`src/rtl/rtc_bcd_datetime_decoder_defines.svh`:
```
// ----------------------------------------------------------------------------
// RTC BCD date/time decoder assertion macros
// Shared concurrent assertion forms, clocked on clk with rst_n as disable.
// ----------------------------------------------------------------------------
`ifndef RTC_BCD_DATETIME_DECODER_DEFINES_SVH
`define RTC_BCD_DATETIME_DECODER_DEFINES_SVH

// same-cycle implication
`define RTCBCD_ASSERT_NOW(label, ante, cons, msg) \
    label: assert property (@(posedge clk) disable iff (!rst_n) (ante) |-> (cons)) \
        else $error(msg);

// next-cycle implication
`define RTCBCD_ASSERT_NEXT(label, ante, cons, msg) \
    label: assert property (@(posedge clk) disable iff (!rst_n) (ante) |=> (cons)) \
        else $error(msg);

`endif

```
`src/rtl/rtcbcd_pkg.sv`:
```
// ----------------------------------------------------------------------------
// RTC BCD decoder package
// Shared types, masks, lane indexes and the month-length table.
// ----------------------------------------------------------------------------
package rtcbcd_pkg;

    localparam int NUM_LANES = 7;

    localparam int LANE_SEC   = 0;
    localparam int LANE_MIN   = 1;
    localparam int LANE_HOUR  = 2;
    localparam int LANE_DAY   = 3;
    localparam int LANE_WDAY  = 4;
    localparam int LANE_MONTH = 5;
    localparam int LANE_YEAR  = 6;

    localparam logic [7:0] MASK_SEC   = 8'h7f;
    localparam logic [7:0] MASK_MIN   = 8'h7f;
    localparam logic [7:0] MASK_HOUR  = 8'h3f;
    localparam logic [7:0] MASK_DAY   = 8'h3f;
    localparam logic [7:0] MASK_WDAY  = 8'h07;
    localparam logic [7:0] MASK_MONTH = 8'h1f;
    localparam logic [7:0] MASK_YEAR  = 8'hff;
    localparam logic [7:0] OSC_STOP   = 8'h80;

    localparam logic [11:0] BASE_1970 = 12'd1970;
    localparam logic [11:0] BASE_2000 = 12'd2000;
    localparam logic [11:0] YEAR_MIN  = 12'd1970;
    localparam logic [11:0] YEAR_MAX  = 12'd2069;
    localparam logic [11:0] EPOCH_RST = 12'd2000;

    typedef struct packed {
        logic       ok;
        logic [6:0] bin;
    } lane_t;

    typedef struct packed {
        logic        date_ok;
        logic [11:0] year;
        logic [3:0]  month;
        logic [4:0]  day;
        logic [2:0]  weekday;
        logic [4:0]  hour;
        logic [5:0]  minute;
        logic [5:0]  second;
    } result_t;

    function automatic logic [4:0] month_len(input logic [3:0] mo);
        logic [4:0] len;
        case (mo)
            4'd1:    len = 5'd31;
            4'd2:    len = 5'd28;
            4'd3:    len = 5'd31;
            4'd4:    len = 5'd30;
            4'd5:    len = 5'd31;
            4'd6:    len = 5'd30;
            4'd7:    len = 5'd31;
            4'd8:    len = 5'd31;
            4'd9:    len = 5'd30;
            4'd10:   len = 5'd31;
            4'd11:   len = 5'd30;
            4'd12:   len = 5'd31;
            default: len = 5'd0;
        endcase
        return len;
    endfunction

endpackage

```
`src/rtl/rtcbcd_lane.sv`:
```
// ----------------------------------------------------------------------------
// RTC BCD decoder lane
// Masks one register byte, checks both BCD digits and converts to binary.
// ----------------------------------------------------------------------------
module rtcbcd_lane
    import rtcbcd_pkg::*;
(
    input  logic [7:0] raw,
    input  logic [7:0] mask,
    output lane_t      lane
);

    logic [7:0] masked;
    logic [3:0] lo;
    logic [3:0] hi;

    assign masked = raw & mask;
    assign lo     = masked[3:0];
    assign hi     = masked[7:4];

    assign lane.ok  = (lo <= 4'd9) && (hi <= 4'd9);
    assign lane.bin = ({3'b000, hi} << 3) + ({3'b000, hi} << 1) + {3'b000, lo};

endmodule

```
`src/rtl/rtcbcd_merge.sv`:
```
// ----------------------------------------------------------------------------
// RTC BCD decoder merge stage
// Combines lane results, forms the full year and checks the calendar.
// ----------------------------------------------------------------------------
module rtcbcd_merge
    import rtcbcd_pkg::*;
(
    input  lane_t       lanes [NUM_LANES],
    input  logic        osc_stop,
    input  logic [11:0] epoch_year,
    output result_t     res
);

    logic        digits_ok;
    logic        base_ok;
    logic [11:0] full_year;
    logic [6:0]  mo;
    logic [6:0]  d;
    logic [4:0]  lim;
    logic        range_ok;
    logic        ok;

    always_comb
    begin
        digits_ok = 1'b1;
        for (int i = 0; i < NUM_LANES; i++)
        begin
            digits_ok = digits_ok & lanes[i].ok;
        end
    end

    assign base_ok   = (epoch_year == BASE_1970) || (epoch_year == BASE_2000);
    assign full_year = epoch_year + {5'b00000, lanes[LANE_YEAR].bin};
    assign mo        = lanes[LANE_MONTH].bin;
    assign d         = lanes[LANE_DAY].bin;
    assign lim       = month_len(mo[3:0])
                     + {4'b0000, (mo == 7'd2) && (full_year[1:0] == 2'b00)};

    assign range_ok = (full_year >= YEAR_MIN) && (full_year <= YEAR_MAX)
                   && (mo != 7'd0) && (mo <= 7'd12)
                   && (d != 7'd0) && (d <= {2'b00, lim})
                   && (lanes[LANE_WDAY].bin <= 7'd6)
                   && (lanes[LANE_HOUR].bin <= 7'd23)
                   && (lanes[LANE_MIN].bin <= 7'd59)
                   && (lanes[LANE_SEC].bin <= 7'd59);

    assign ok = !osc_stop && base_ok && digits_ok && range_ok;

    always_comb
    begin
        res = '0;
        if (ok)
        begin
            res.date_ok = 1'b1;
            res.year    = full_year;
            res.month   = mo[3:0];
            res.day     = d[4:0];
            res.weekday = lanes[LANE_WDAY].bin[2:0];
            res.hour    = lanes[LANE_HOUR].bin[4:0];
            res.minute  = lanes[LANE_MIN].bin[5:0];
            res.second  = lanes[LANE_SEC].bin[5:0];
        end
    end

endmodule

```
`src/rtl/rtc_bcd_datetime_decoder.sv`:
```
// ----------------------------------------------------------------------------
// RTC BCD date/time decoder
// Decodes a seven-byte RTC time block into checked binary date and time.
// ----------------------------------------------------------------------------
// Accepts one time block per clock cycle while in_ready is high; the decoded
// result is registered in the output register, or in the skid register if
// the output stalls. Seven BCD lanes decode the bytes in parallel and a merge
// stage checks the calendar combinationally. A two-entry output buffer
// (output register plus skid register) keeps in_ready high while one result
// waits; in_ready falls only when both entries are full. The epoch year
// register resets to 2000; any value other than 1970 or 2000 makes every
// block decode as rejected (date_ok low, all fields zero).
module rtc_bcd_datetime_decoder
    import rtcbcd_pkg::*;
(
    input  logic        clk,
    input  logic        rst_n,
    input  logic        cfg_wr_en,
    input  logic [11:0] cfg_wr_data,
    input  logic        in_valid,
    output logic        in_ready,
    input  logic [7:0]  seconds_byte,
    input  logic [7:0]  minutes_byte,
    input  logic [7:0]  hours_byte,
    input  logic [7:0]  day_byte,
    input  logic [7:0]  weekday_byte,
    input  logic [7:0]  month_byte,
    input  logic [7:0]  year_byte,
    output logic        out_valid,
    input  logic        out_ready,
    output logic        date_ok,
    output logic [11:0] year,
    output logic [3:0]  month,
    output logic [4:0]  day,
    output logic [2:0]  weekday,
    output logic [4:0]  hour,
    output logic [5:0]  minute,
    output logic [5:0]  second
);

    logic [11:0] epoch_reg;
    logic        out_valid_reg;
    logic        skid_valid_reg;
    result_t     out_reg;
    result_t     skid_reg;

    logic [7:0]  raw   [NUM_LANES];
    logic [7:0]  masks [NUM_LANES];
    lane_t       lanes [NUM_LANES];
    result_t     res;
    logic        in_fire;
    logic        out_fire;
    logic        out_stall;
    logic        year_in_range;

    assign raw[LANE_SEC]   = seconds_byte;
    assign raw[LANE_MIN]   = minutes_byte;
    assign raw[LANE_HOUR]  = hours_byte;
    assign raw[LANE_DAY]   = day_byte;
    assign raw[LANE_WDAY]  = weekday_byte;
    assign raw[LANE_MONTH] = month_byte;
    assign raw[LANE_YEAR]  = year_byte;

    assign masks[LANE_SEC]   = MASK_SEC;
    assign masks[LANE_MIN]   = MASK_MIN;
    assign masks[LANE_HOUR]  = MASK_HOUR;
    assign masks[LANE_DAY]   = MASK_DAY;
    assign masks[LANE_WDAY]  = MASK_WDAY;
    assign masks[LANE_MONTH] = MASK_MONTH;
    assign masks[LANE_YEAR]  = MASK_YEAR;

    for (genvar g = 0; g < NUM_LANES; g++)
    begin : g_lane
        rtcbcd_lane u_lane (
            .raw  (raw[g]),
            .mask (masks[g]),
            .lane (lanes[g])
        );
    end

    rtcbcd_merge u_merge (
        .lanes      (lanes),
        .osc_stop   ((seconds_byte & OSC_STOP) != 8'h00),
        .epoch_year (epoch_reg),
        .res        (res)
    );

    assign in_ready = !skid_valid_reg;
    assign in_fire  = in_valid && in_ready;
    assign out_fire = out_valid_reg && out_ready;

    always_ff @(posedge clk or negedge rst_n)
    begin
        if (!rst_n)
        begin
            epoch_reg <= EPOCH_RST;
        end
        else if (cfg_wr_en)
        begin
            epoch_reg <= cfg_wr_data;
        end
    end

    always_ff @(posedge clk or negedge rst_n)
    begin
        if (!rst_n)
        begin
            out_valid_reg  <= 1'b0;
            skid_valid_reg <= 1'b0;
        end
        else if (!out_valid_reg || out_fire)
        begin
            if (skid_valid_reg)
            begin
                out_valid_reg  <= 1'b1;
                skid_valid_reg <= in_fire;
            end
            else
            begin
                out_valid_reg <= in_fire;
            end
        end
        else if (in_fire)
        begin
            skid_valid_reg <= 1'b1;
        end
    end

    always_ff @(posedge clk)
    begin
        if (!out_valid_reg || out_fire)
        begin
            if (skid_valid_reg)
            begin
                out_reg <= skid_reg;
                if (in_fire)
                begin
                    skid_reg <= res;
                end
            end
            else if (in_fire)
            begin
                out_reg <= res;
            end
        end
        else if (in_fire)
        begin
            skid_reg <= res;
        end
    end

    assign out_valid = out_valid_reg;
    assign date_ok   = out_reg.date_ok;
    assign year      = out_reg.year;
    assign month     = out_reg.month;
    assign day       = out_reg.day;
    assign weekday   = out_reg.weekday;
    assign hour      = out_reg.hour;
    assign minute    = out_reg.minute;
    assign second    = out_reg.second;

    assign out_stall     = out_valid_reg && !out_ready;
    assign year_in_range = (year >= YEAR_MIN) && (year <= YEAR_MAX);

`include "rtc_bcd_datetime_decoder_defines.svh"

    `RTCBCD_ASSERT_NOW(a_skid_implies_out, skid_valid_reg, out_valid_reg, "skid without output")
    `RTCBCD_ASSERT_NEXT(a_stall_skid, out_stall && in_fire, skid_valid_reg, "transfer lost")
    `RTCBCD_ASSERT_NOW(a_reject_zero, out_valid_reg && !date_ok, out_reg == '0, "reject not zero")
    `RTCBCD_ASSERT_NOW(a_year_range, out_valid_reg && date_ok, year_in_range, "year out of range")

endmodule
```
`config.mk`:
```
export PLATFORM = sky130hd
export DESIGN_NAME = rtc_bcd_datetime_decoder
export DESIGN_NICKNAME = d
export VERILOG_FILES = /design/src/rtl/rtcbcd_pkg.sv /design/src/rtl/rtcbcd_lane.sv /design/src/rtl/rtcbcd_merge.sv /design/src/rtl/rtc_bcd_datetime_decoder.sv
export VERILOG_INCLUDE_DIRS = /design/src /design/src/rtl
export SDC_FILE = /design/constraint.sdc
export NUM_CORES = 1
export LEC_CHECK = 0
export BUFFER_PORTS_ARGS = -buffer_cell sky130_fd_sc_hd__buf_4
export CORE_MARGIN = 2
export CORE_UTILIZATION = 40
export CTS_CLUSTER_DIAMETER = 60
export DETAILED_ROUTE_END_ITERATION = 8
export PLACE_DENSITY = 0.67
export SYNTH_ARGS = -nofsm -noshare
export SYNTH_HDL_FRONTEND = slang
export SYNTH_SLANG_ARGS = --single-unit
```
`constraint.sdc`:
```
create_clock -name clk -period 6.33 [get_ports clk]
set_clock_uncertainty 0.2 [all_clocks]
set_input_delay 0.9495 -clock clk [delete_from_list [all_inputs] [get_ports clk]]
set_output_delay 0.9495 -clock clk [all_outputs]
set_load 0.005 [all_outputs]
```
After elaboration in Yosys (flattened, before gate mapping)
Memories as Yosys holds them, arrays and structs flattened. Index checks and enable logic that the tools add are counted.

Add/sub/neg operators: 14. Multipliers: 0. Div/mod/pow operators: 0. Order comparisons: 21. Equal/unequal tests: 4. Shifts and indexed selects: 0. Mux-type cells: 10. Bitwise operators: 6. Reduce and logical (&&, ||, !) cells: 32.

Operator list (number): two-way mux 42 bit (6); adder 6 x 4 -> 7 bit (4); <= comparator 4 bit, second input constant (7); equality test 12 x 11 -> 1 bit, second input constant (2); adder 7 x 4 -> 7 bit (3); logical AND 1 bit (21); <= comparator 7 x 6 -> 1 bit, second input constant (2); nonzero test 7 bit (2); adder 12 x 7 -> 12 bit (1); adder 5 x 3 -> 6 bit (2); >= comparator 12 x 11 -> 1 bit, second input constant (1); <= comparator 12 bit, second input constant (1); <= comparator 3 x 4 -> 1 bit, second input constant (3); <= comparator 2 x 4 -> 1 bit, second input constant (2); adder 7 x 5 -> 7 bit (1); <= comparator 7 x 5 -> 1 bit (1); <= comparator 7 x 5 -> 1 bit, second input constant (1); adder 5 x 4 -> 6 bit (1); AND 1 bit (6); equality test 6 x 2 -> 1 bit, second input constant (1); <= comparator 6 x 4 -> 1 bit, second input constant (1); adder 4 x 2 -> 5 bit (1); adder 5 x 1 -> 5 bit (1); <= comparator 1 x 4 -> 1 bit, second input constant (1); other kinds (8) (15).

Flip-flop bits (word level): 98. Bits in latches: 0. Bits in writable memories: 0. Bits in read-only memories: 80. Input bits: 73. Output and inout port bits: 44. Logic and storage cells: 107. Memories kept: 1.

Memory list: (name not given) (words 16, width 5, read ports 1, clocked after Yosys merged registers in 0, wr ports 0, line rtcbcd_pkg.sv:50) `case (mo)`.

Longest topological paths before layout
Gate-level depths: netlist of the first run.

Depth after elaboration: 18. Mapped depth: 20. Depth with buffers taken out: 17.

Cells and area by module
From an unflattened synthesis of the first run, not the netlist that was laid out.

Cells, all modules: 555. Area total of the unflattened synthesis: 6972.9 sq um.

By module, submodules not included: rtc_bcd_datetime_decoder (instances 1, cells each 167, area an instance 3772.4 sq um, seq. area each 2880.3 sq um); rtcbcd_lane (g_lane[1].u_lane ...) (instances 6, cells each 32, area an instance 256.5 sq um, seq. area each 0.0 sq um); rtcbcd_merge (instances 1, cells each 163, area an instance 1406.3 sq um, seq. area each 0.0 sq um); rtcbcd_lane (g_lane[0].u_lane) (instances 1, cells each 33, area an instance 255.2 sq um, seq. area each 0.0 sq um).

Least setup slack after synthesis of the first run
Ideal clock, no wire load.

Path kind: input to register. From: input port out_ready. To: register skid_reg[0] in the netlist's numbering, enable pin. Setup time: 502 ps. Data arrival time: 4250 ps. Required time: 5628 ps. Path slack: 1378 ps. Cell stages on the path: 2. Path buffers: 0. Cell sequence: nand2b_1 nor3b_1.

Cells in the longest elaborated chain, start to end: 3.

RTL lines: start: declaration (line rtc_bcd_datetime_decoder.sv:30) `input logic out_ready,`; logical AND 1 bit (line rtc_bcd_datetime_decoder.sv:90) `assign out_fire = out_valid_reg && out_ready;`; logical OR 1 bit (line rtc_bcd_datetime_decoder.sv:131) `if (!out_valid_reg || out_fire)`; != test 2 bit (no source line); end signal: assignment (line rtc_bcd_datetime_decoder.sv:138) `skid_reg <= res;`; end signal: assignment (line rtc_bcd_datetime_decoder.sv:148) `skid_reg <= res;`; end: declaration (line rtc_bcd_datetime_decoder.sv:45) `result_t skid_reg;`.

Every way passes these cells. A chain may end at the register's enable or synchronous reset.

Worst setup path after layout of the first run
From: input port year_byte[4]. To: register out_reg, in the netlist year[6] (data pin).

Cells in the longest elaborated chain, start to end: 17. Elaborated cells between the ends (all ways): 26. Those cells by class: add/sub: 4; order compare: 4; mux: 3; bitwise: 1; reduce/logical: 14.

RTL lines: start: declaration (line rtc_bcd_datetime_decoder.sv:28) `input logic [7:0] year_byte,`; branches (longest 14 deep; another with adder 12 x 7 -> 12 bit); two-way mux 42 bit (*) (line rtcbcd_merge.sv:52) `if (ok)`; two-way mux 42 bit (*) (line rtc_bcd_datetime_decoder.sv:141) `else if (in_fire)`; two-way mux 42 bit (*) (line rtc_bcd_datetime_decoder.sv:133) `if (skid_valid_reg)`; end signal: assignment (line rtc_bcd_datetime_decoder.sv:135) `out_reg <= skid_reg;`; end signal: assignment (line rtc_bcd_datetime_decoder.sv:143) `out_reg <= res;`; end: declaration (line rtc_bcd_datetime_decoder.sv:44) `result_t out_reg;`.

Mark *: on every way between the ends. The select of a mux whose other input is x is not followed.

==> results.ini, run 1 <==
[critical_path]
crit_path_start=year_byte[4]
rr_startpoint=epoch_reg[0]$_DFFE_PN0P_
setup.worst_path.start_class=primary input
r2r-end=year[6]$_DFFE_PP_
crit_arrival_ns=5.23
reg2reg_setup_slack_ns=1.45
cp.required_ns=6.28
critical_path_class=primary input to flop
cp_max_fo=16
r2r_cells=17
endpoint_kind=flop
endpoint=year[6]$_DFFE_PP_

[clock_network]
clk_path_buf_depth=2
cts.sinks=98
clk-insertion-delay-late_ns=0.35
numCtsBuffers=9
ctsHoldBuffers=0
cts_max_level=3
cts_root_buffer=clkbuf_16
post-cts-setup-buffers=0
cts-resized-gates=0
clk_pin_slew_worst_paths_ns=0.06
cts_tree=built

[synthesis]
ys.flop_type=edfxtp_1
ys_warn_count=0
syn-cell-area_sq_um=6015
synth_edf_count=84
synthCells=557
synth_top_area_share_pct=41.94
synth-seq-cells=98
postSynthAreaPerCell_sq_um=10.80
synth_area_leader_cell=edfxtp_1
ys_async_sr_fraction_pct=14.29
synth-seq-area-share_pct=47.89
synthTopCellsByArea=edfxtp_1 (42%), ha_1 (8.7%), nand2_1 (5.4%)
synthDistinctLibCells=63
syn_nets=681

[power_and_ir_drop]
leakage_nw=2.727
power.density_nw_per_um2=255.0
peakVddDrop_mv=0.1679

[global_route]
grt_overflow=0
gr-usage-all-layers_pct=17.73
antenna_found_initial=1
grt_pass1_vias=4393
grt_start_max_net_pins=44
grt_pass1_wl_microns=22500

[sta]
fmax_mhz=189.5
finalCritPeriodShare_pct=83.36
min_period_ns=5.277
relSlewSlack_pct=22.41
setup_violations=0
hold_violations=0
grt_setup_unrepaired=no
slew_viol_final=0
setup_tns_ns=0
tightest_slew_ns=1.161

[place]
place_congestion=0.7888
port_buffers=103
dp_hpwl_microns=10250

[die]
row_count=44
core-area_sq_um=14590
die_y_microns=126.6
die_w_microns=126.6
die_area_sq_um=16030
start_util_pct=41.23
io_pins=117

[drt]
wl_per_cell_microns=16.62
post-route-drc-count=0
drtIter0Drc=339
wl_microns=13930
vias_per_cell=5.419
ant_nets=0
firstDrtPassIters=5
num_vias=4541

[layout]
drive_gt1_share_pct=26.91
area.growth.synth_to_final_pct=20.76
post-route-util_pct=49.79
n_antenna_cell=0
fillerInstances=1294
largest_register_ffs=42
nNetsFinal=773

[run_status]
status=finished clean

[flow_run]
maxCapViolations=0

[hold_path]
hp-class=primary input to async pin

cell usage in the layout (no fill, tap or decap), types with 3 or more instances in the layout:
cell type  synthesis  layout
fa_1               9       9
a211oi_1           6       6
inv_1             21      21
xor2_1            13      13
ha_1              42      42
nor3_1             4       4
xnor2_1            6       6
nor2b_1            5       4
o211ai_1           3       3
nand3_1           29      28
a21oi_1           39      39
nand2_1           86      86
dfstp_2            6       6
nor4_1             3       3
o21ai_1           26      26
a21o_1             7       7
o21ai_0           21      21
dfrtp_1            8       8
o22ai_1            3       3
nand2b_1           4       3
a21oi_2            3       3
clkbuf_16          0       9
edfxtp_1          84      84
a211oi_2          14      14
mux2_2            11      11
nor2_1            15      15
o31ai_1           14      14
mux2i_1            3       3
buf_4              1     111
nand4_1            5       5
worst min-delay path by stage:
stage	startpoint	to	slack, ns	depth (start not counted)
after floorplan	skid_reg[39]$_DFFE_PP_	year[10]$_DFFE_PP_	0.29	2
after global placement	skid_reg[39]$_DFFE_PP_	year[10]$_DFFE_PP_	0.30	2
after detailed placement	skid_reg[39]$_DFFE_PP_	year[10]$_DFFE_PP_	0.30	2
after CTS	rst_n	epoch_reg[11]$_DFFE_PN0P_	0.23	1
after global routing	rst_n	epoch_reg[0]$_DFFE_PN0P_	0.24	1
final	rst_n	epoch_reg[11]$_DFFE_PN0P_	0.24	1
kinds of logic (layout without fill, tap and decap cells):
kind of cell / count (synthesis) / count (layout) / synth area share [%]
adder cells (fa/ha/maj): 51 / 51 / 11.73
XOR/XNOR: 20 / 20 / 3.037
flip-flops: 98 / 98 / 47.89
AO/OA/AOI/OAI: 148 / 148 / 16.70
AND/OR/NAND/NOR: 172 / 172 / 13.98
buffers and inverters: 53 / 150 / 3.849
multiplexers: 15 / 15 / 2.808
layout make-up:
type / instances / area, sq um / share of cell area [%]
Clock buffer: 10 / 229.0 / 3.152
Multi-Input combinational cell: 406 / 2923 / 40.24
Timing Repair Buffer: 111 / 833.3 / 11.47
Tap cell: 184 / 230.2 / 3.170
Clock inverter: 6 / 81.33 / 1.120
Sequential cell: 98 / 2880 / 39.66
Inverter: 23 / 86.33 / 1.189
per-layer routing:
layer	wire, microns	vias up	GRT usage [%]
met1	6250	2154	24.18
met3	777	15	2.741
met5	0	-	0
met4	237	0	6.593
met2	6660	140	28.69
li1	-	2232	-
report_power, final:
part	internal [mW]	switching (mW)	total, mW
clock	0.343	0.228	0.572
combinational	0.207	0.295	0.502
sequential	0.757	0.0212	0.778
total	1.31	0.544	1.85
worst max-delay path: stages:
cell	delay, ns
buf_4	0.12
ha_1	0.30
inv_1	0.06
fa_1	0.64
nand2_1	0.08
nor4_1	0.32
ha_1	0.28
ha_1	0.16
inv_1	0.04
ha_1	0.27
ha_1	0.31
o21a_1	0.12
o21ai_0	0.14
a21oi_1	0.14
nor4_4	0.30
buf_4	0.26
nand2_1	0.34
o31ai_1	0.40
cell usage after synthesis (2+ instances only):
master and instances:
nand2_1 86, edfxtp_1 84, ha_1 42, a21oi_1 39, nand3_1 29, o21ai_1 26, inv_1 21, o21ai_0 21
nor2_1 15, a211oi_2 14, clkbuf_1 14, o31ai_1 14, xor2_1 13, buf_2 11, mux2_2 11, fa_1 9
dfrtp_1 8, a21o_1 7, a211oi_1 6, dfstp_2 6, xnor2_1 6, nand4_1 5, nor2b_1 5, nand2b_1 4
nor3_1 4, a21oi_2 3, mux2i_1 3, nor4_1 3, o211ai_1 3, o22ai_1 3, a2111oi_0 2, a22oi_1 2
buf_1 2, buf_6 2, nor2_2 2, nor3b_1 2, nor4b_1 2, o21a_1 2, or3_1 2
per-stage QoR:
| stage | power, mW | hold slack, ns | worst slack, ns | instance area (sq um) | cells |
|---|---|---|---|---|---|
| final | 1.852 | 0.2375 | 1.053 | 7263 | 838 |
| after global routing | 1.949 | 0.2406 | 0.7647 | 7263 | 838 |
| after CTS | 1.868 | 0.2294 | 1.082 | 7263 | 838 |
| after detailed placement | 1.293 | 0.2983 | 0.7198 | 6953 | 822 |
| after global placement | 1.277 | 0.2981 | 0.8496 | 6953 | 822 |
| after floorplan | 1.123 | 0.2874 | 1.378 | 6015 | 557 |
Note: power is estimated with default switching activity, not from simulation.
==> run 2, diff against run 1 <==
ABC_AREA = 1   (was unset)
PLACE_DENSITY = 0.69   (was 0.67)
clock period = 4.6 ns   (was 6.33 ns; I/O delays follow)
==> results.ini, run 2 <==
[synthesis]
ys_warn_count=0  ; unchanged
netlist_top_cells_count=nand2_1 (172), inv_1 (97), edfxtp_1 (84)
syn-cell-area_sq_um=5976  ; -0.64%
post-synth-top-count-cell=nand2_1
synthCells=681  ; +22%
synthTopCellsByArea=edfxtp_1 (42%), nand2_1 (11%), ha_1 (8.8%)
synth_area_leader_cell=edfxtp_1
synth_top_area_share_pct=42.21  ; +0.27 points
synth-seq-cells=98  ; unchanged
syn_nets=805  ; +18%
ys.flop_type=edfxtp_1
synth_edf_count=84  ; unchanged
ys_async_sr_fraction_pct=14.29  ; unchanged
postSynthAreaPerCell_sq_um=8.775  ; -19%
synthDistinctLibCells=33  ; -48%
synth-seq-area-share_pct=48.20  ; +0.31 points

[clock_network]
clk_pin_slew_worst_paths_ns=0.07  ; about the same
cts_root_buffer=clkbuf_16
cts_max_level=3  ; unchanged
cts_tree=built
numCtsBuffers=9  ; unchanged
clk-insertion-delay-late_ns=0.35  ; about the same
clk_path_buf_depth=2  ; unchanged
cts.sinks=98  ; unchanged

[sta]
grt_setup_unrepaired=no
hold_violations=0  ; unchanged
slew_viol_final=0  ; unchanged
relSlewSlack_pct=45.40  ; +23 points
setup_violations=0  ; unchanged
tightest_slew_ns=0.8170  ; -0.3444 ns
fmax_mhz=228.2
finalCritPeriodShare_pct=95.25
min_period_ns=4.382

[critical_path]
cp_max_fo=8  ; -8
r2r-end=minute[4]$_DFFE_PP_
path_buf_inv=4  ; unchanged
cp.required_ns=4.61  ; -1.67 ns
rr_startpoint=epoch_reg[0]$_DFFE_PN0P_
reg2reg_setup_slack_ns=0.44  ; -1.01 ns
r2r_cells=20  ; +3
path_delay_family=adder cells
path_cells=buf_4 -> ha_1 -> inv_1 -> fa_1 -> nand3_1 -> nor3_2 -> ha_2 -> ha_1 -> inv_1 -> ha_1 -> ha_1 -> a21oi_1 -> a21o_1 -> nand2_1 -> o21a_1 -> nor2_1 -> nand3_2 -> nor2_4 -> clkbuf_16 -> nand4_1 -> nand2_1
cpPeakStageDelay_ns=0.55  ; -0.09 ns
endpoint_kind=flop
cp_slowest_cell=fa_1
setup.worst_path.start_class=primary input
critical_path_class=primary input to flop
crit_arrival_ns=4.39  ; -0.84 ns
cp_common_cell=ha_1

[layout]
area.growth.synth_to_final_pct=23.95
nNetsFinal=916  ; +18%
n_antenna_cell=0  ; unchanged
drive_gt1_share_pct=19.95  ; -7.0 points
regArea_sq_um=2880  ; unchanged
largest_register_ffs=42  ; unchanged
post-route-util_pct=50.77  ; +0.99 points
final_cell_mix=nand2_1 (172), buf_4 (116), inv_1 (97), edfxtp_1 (84), nor2_1 (69)
finalInstanceArea_sq_um=7407  ; +2.0%
multi_input_area_sq_um=2633  ; -9.9%
final_common_cell=nand2_1
fillerInstances=1360  ; +5.1%

[global_route]
use_met2_pct=29.95  ; +1.3 points
met1_usage_pct=24.16  ; about the same
gr-usage-all-layers_pct=18.12  ; +0.39 points
busiest_layer=met2
grt_pass1_wl_microns=22870  ; +1.6%
grt_start_max_net_pins=43  ; -2.3%
grt_overflow=0  ; unchanged
antenna_found_initial=0  ; -1
grt_pass1_vias=4694  ; +6.9%
grtUsageMet3_pct=2.379  ; -0.36 points

[place]
dpl_cell_area_sq_um=7009  ; +0.81%
dp_hpwl_microns=10390  ; +1.3%
place_congestion=0.9204  ; +17%
port_buffers=103  ; unchanged

[flow_run]
maxCapViolations=0  ; unchanged

[hold_path]
holdPathStages=2
holdPathEnd=epoch_reg[4]$_DFFE_PN1P_
hp-start=epoch_reg[4]$_DFFE_PN1P_
hp-class=flop to flop

[drt]
wl_microns=14500  ; +4.1%
firstDrtPassIters=5  ; unchanged
drtIter0Drc=335  ; -1.2%
post-route-drc-count=0  ; unchanged
ant_nets=0  ; unchanged
num_vias=4861  ; +7.0%
wl_per_cell_microns=14.78  ; -11%
vias_per_cell=4.955  ; -8.6%

[die]
io_pins=117  ; unchanged
row_count=44  ; unchanged
start_util_pct=40.96  ; -0.27 points
die_w_microns=126.2  ; -0.31%
core-area_sq_um=14590  ; unchanged
die_area_sq_um=15930  ; -0.62%
die_y_microns=126.2  ; -0.31%

[power_and_ir_drop]
leakage_nw=3.626  ; +33%
finalPower_mw=2.431  ; +31%
power.density_nw_per_um2=328.2  ; +29%
peakVddDrop_mv=0.2166  ; +29%

[run_status]
status=finished clean

-- run 2: how the worst max path moves through the flow --
stage / start / to / slack (ns) / cells after the start
after floorplan: year_byte[1] / year[0]$_DFFE_PP_ / 0.46 / 21
after global placement: year_byte[1] / hour[3]$_DFFE_PP_ / -0.01 / 21
after detailed placement: year_byte[1] / hour[3]$_DFFE_PP_ / -0.07 / 21
after CTS: year_byte[1] / hour[3]$_DFFE_PP_ / 0.27 / 21
after global routing: year_byte[4] / year[10]$_DFFE_PP_ / 0.005 / 20
final: year_byte[4] / minute[4]$_DFFE_PP_ / 0.22 / 21
-- run 2: cell families (layout without fill, tap and decap cells) --
kind of cell / count (synthesis) / in the layout / synth area share (%)
and+or+nand+nor: 354 / 354 / 26.11
buffers and inverters: 121 / 237 / 8.208
DFF: 98 / 98 / 48.20
adders and majority gates: 51 / 51 / 11.81
AOI/OAI and AO/OA: 46 / 46 / 4.062
xor gates and xnor gates: 11 / 11 / 1.612
-- run 2: area by class of cell --
type                            count  share of cell area [%]
Inverter                           98                   4.966
Clock inverter                      7                   1.047
Sequential cell                    98                   38.89
Tap cell                          184                   3.108
Multi-Input combinational cell    462                   35.54
Timing Repair Buffer              123                   13.41
Clock buffer                        9                   3.041
-- run 2: per-layer routing --
| layer | up-vias | part of all wire [%] |
|---|---|---|
| li1 | 2493 | - |
| met1 | 2203 | 47 |
| met2 | 142 | 47 |
| met3 | 23 | 4.4 |
| met4 | 0 | 2.2 |
| met5 | - | 0 |
-- run 2: tightest hold or removal path, delay by kind of cell (launching register included) --
family / cells / cell delay, ns
buf+inv: 1 / 0.06
compound gates: 1 / 0.07
flops: 1 / 0.38
-- run 2: what timing repair did --
item / 4_1_cts / 5_1_grt
setup buffers: 0 / 1
hold buffers: 1 / 0
gates resized for setup: 0 / 4
setup endpoints to repair: 0 / 40
hold endpoints to repair: 8 / 0
-- run 2: per-stage QoR --
stage / worst slack, ns / instances / hold WS, ns / setup TNS [ns]
6_report: 0.2183 / 981 / 0.3085 / 0
3_5_place_dp: -0.06820 / 960 / 0.3007 / -0.7016
2_1_floorplan: 0.4567 / 681 / 0.1944 / 0
3_3_place_gp: -0.01462 / 960 / 0.2925 / -0.01470
5_1_grt: 0.005126 / 981 / 0.3272 / 0
4_1_cts: 0.2652 / 977 / 0.3117 / 0
-- run 2: report_power, final --
part	internal (mW)	leakage [nW]	switching (mW)
clock	0.427	0.140	0.353
combinational	0.232	2.45	0.384
sequential	1.01	1.03	0.0215
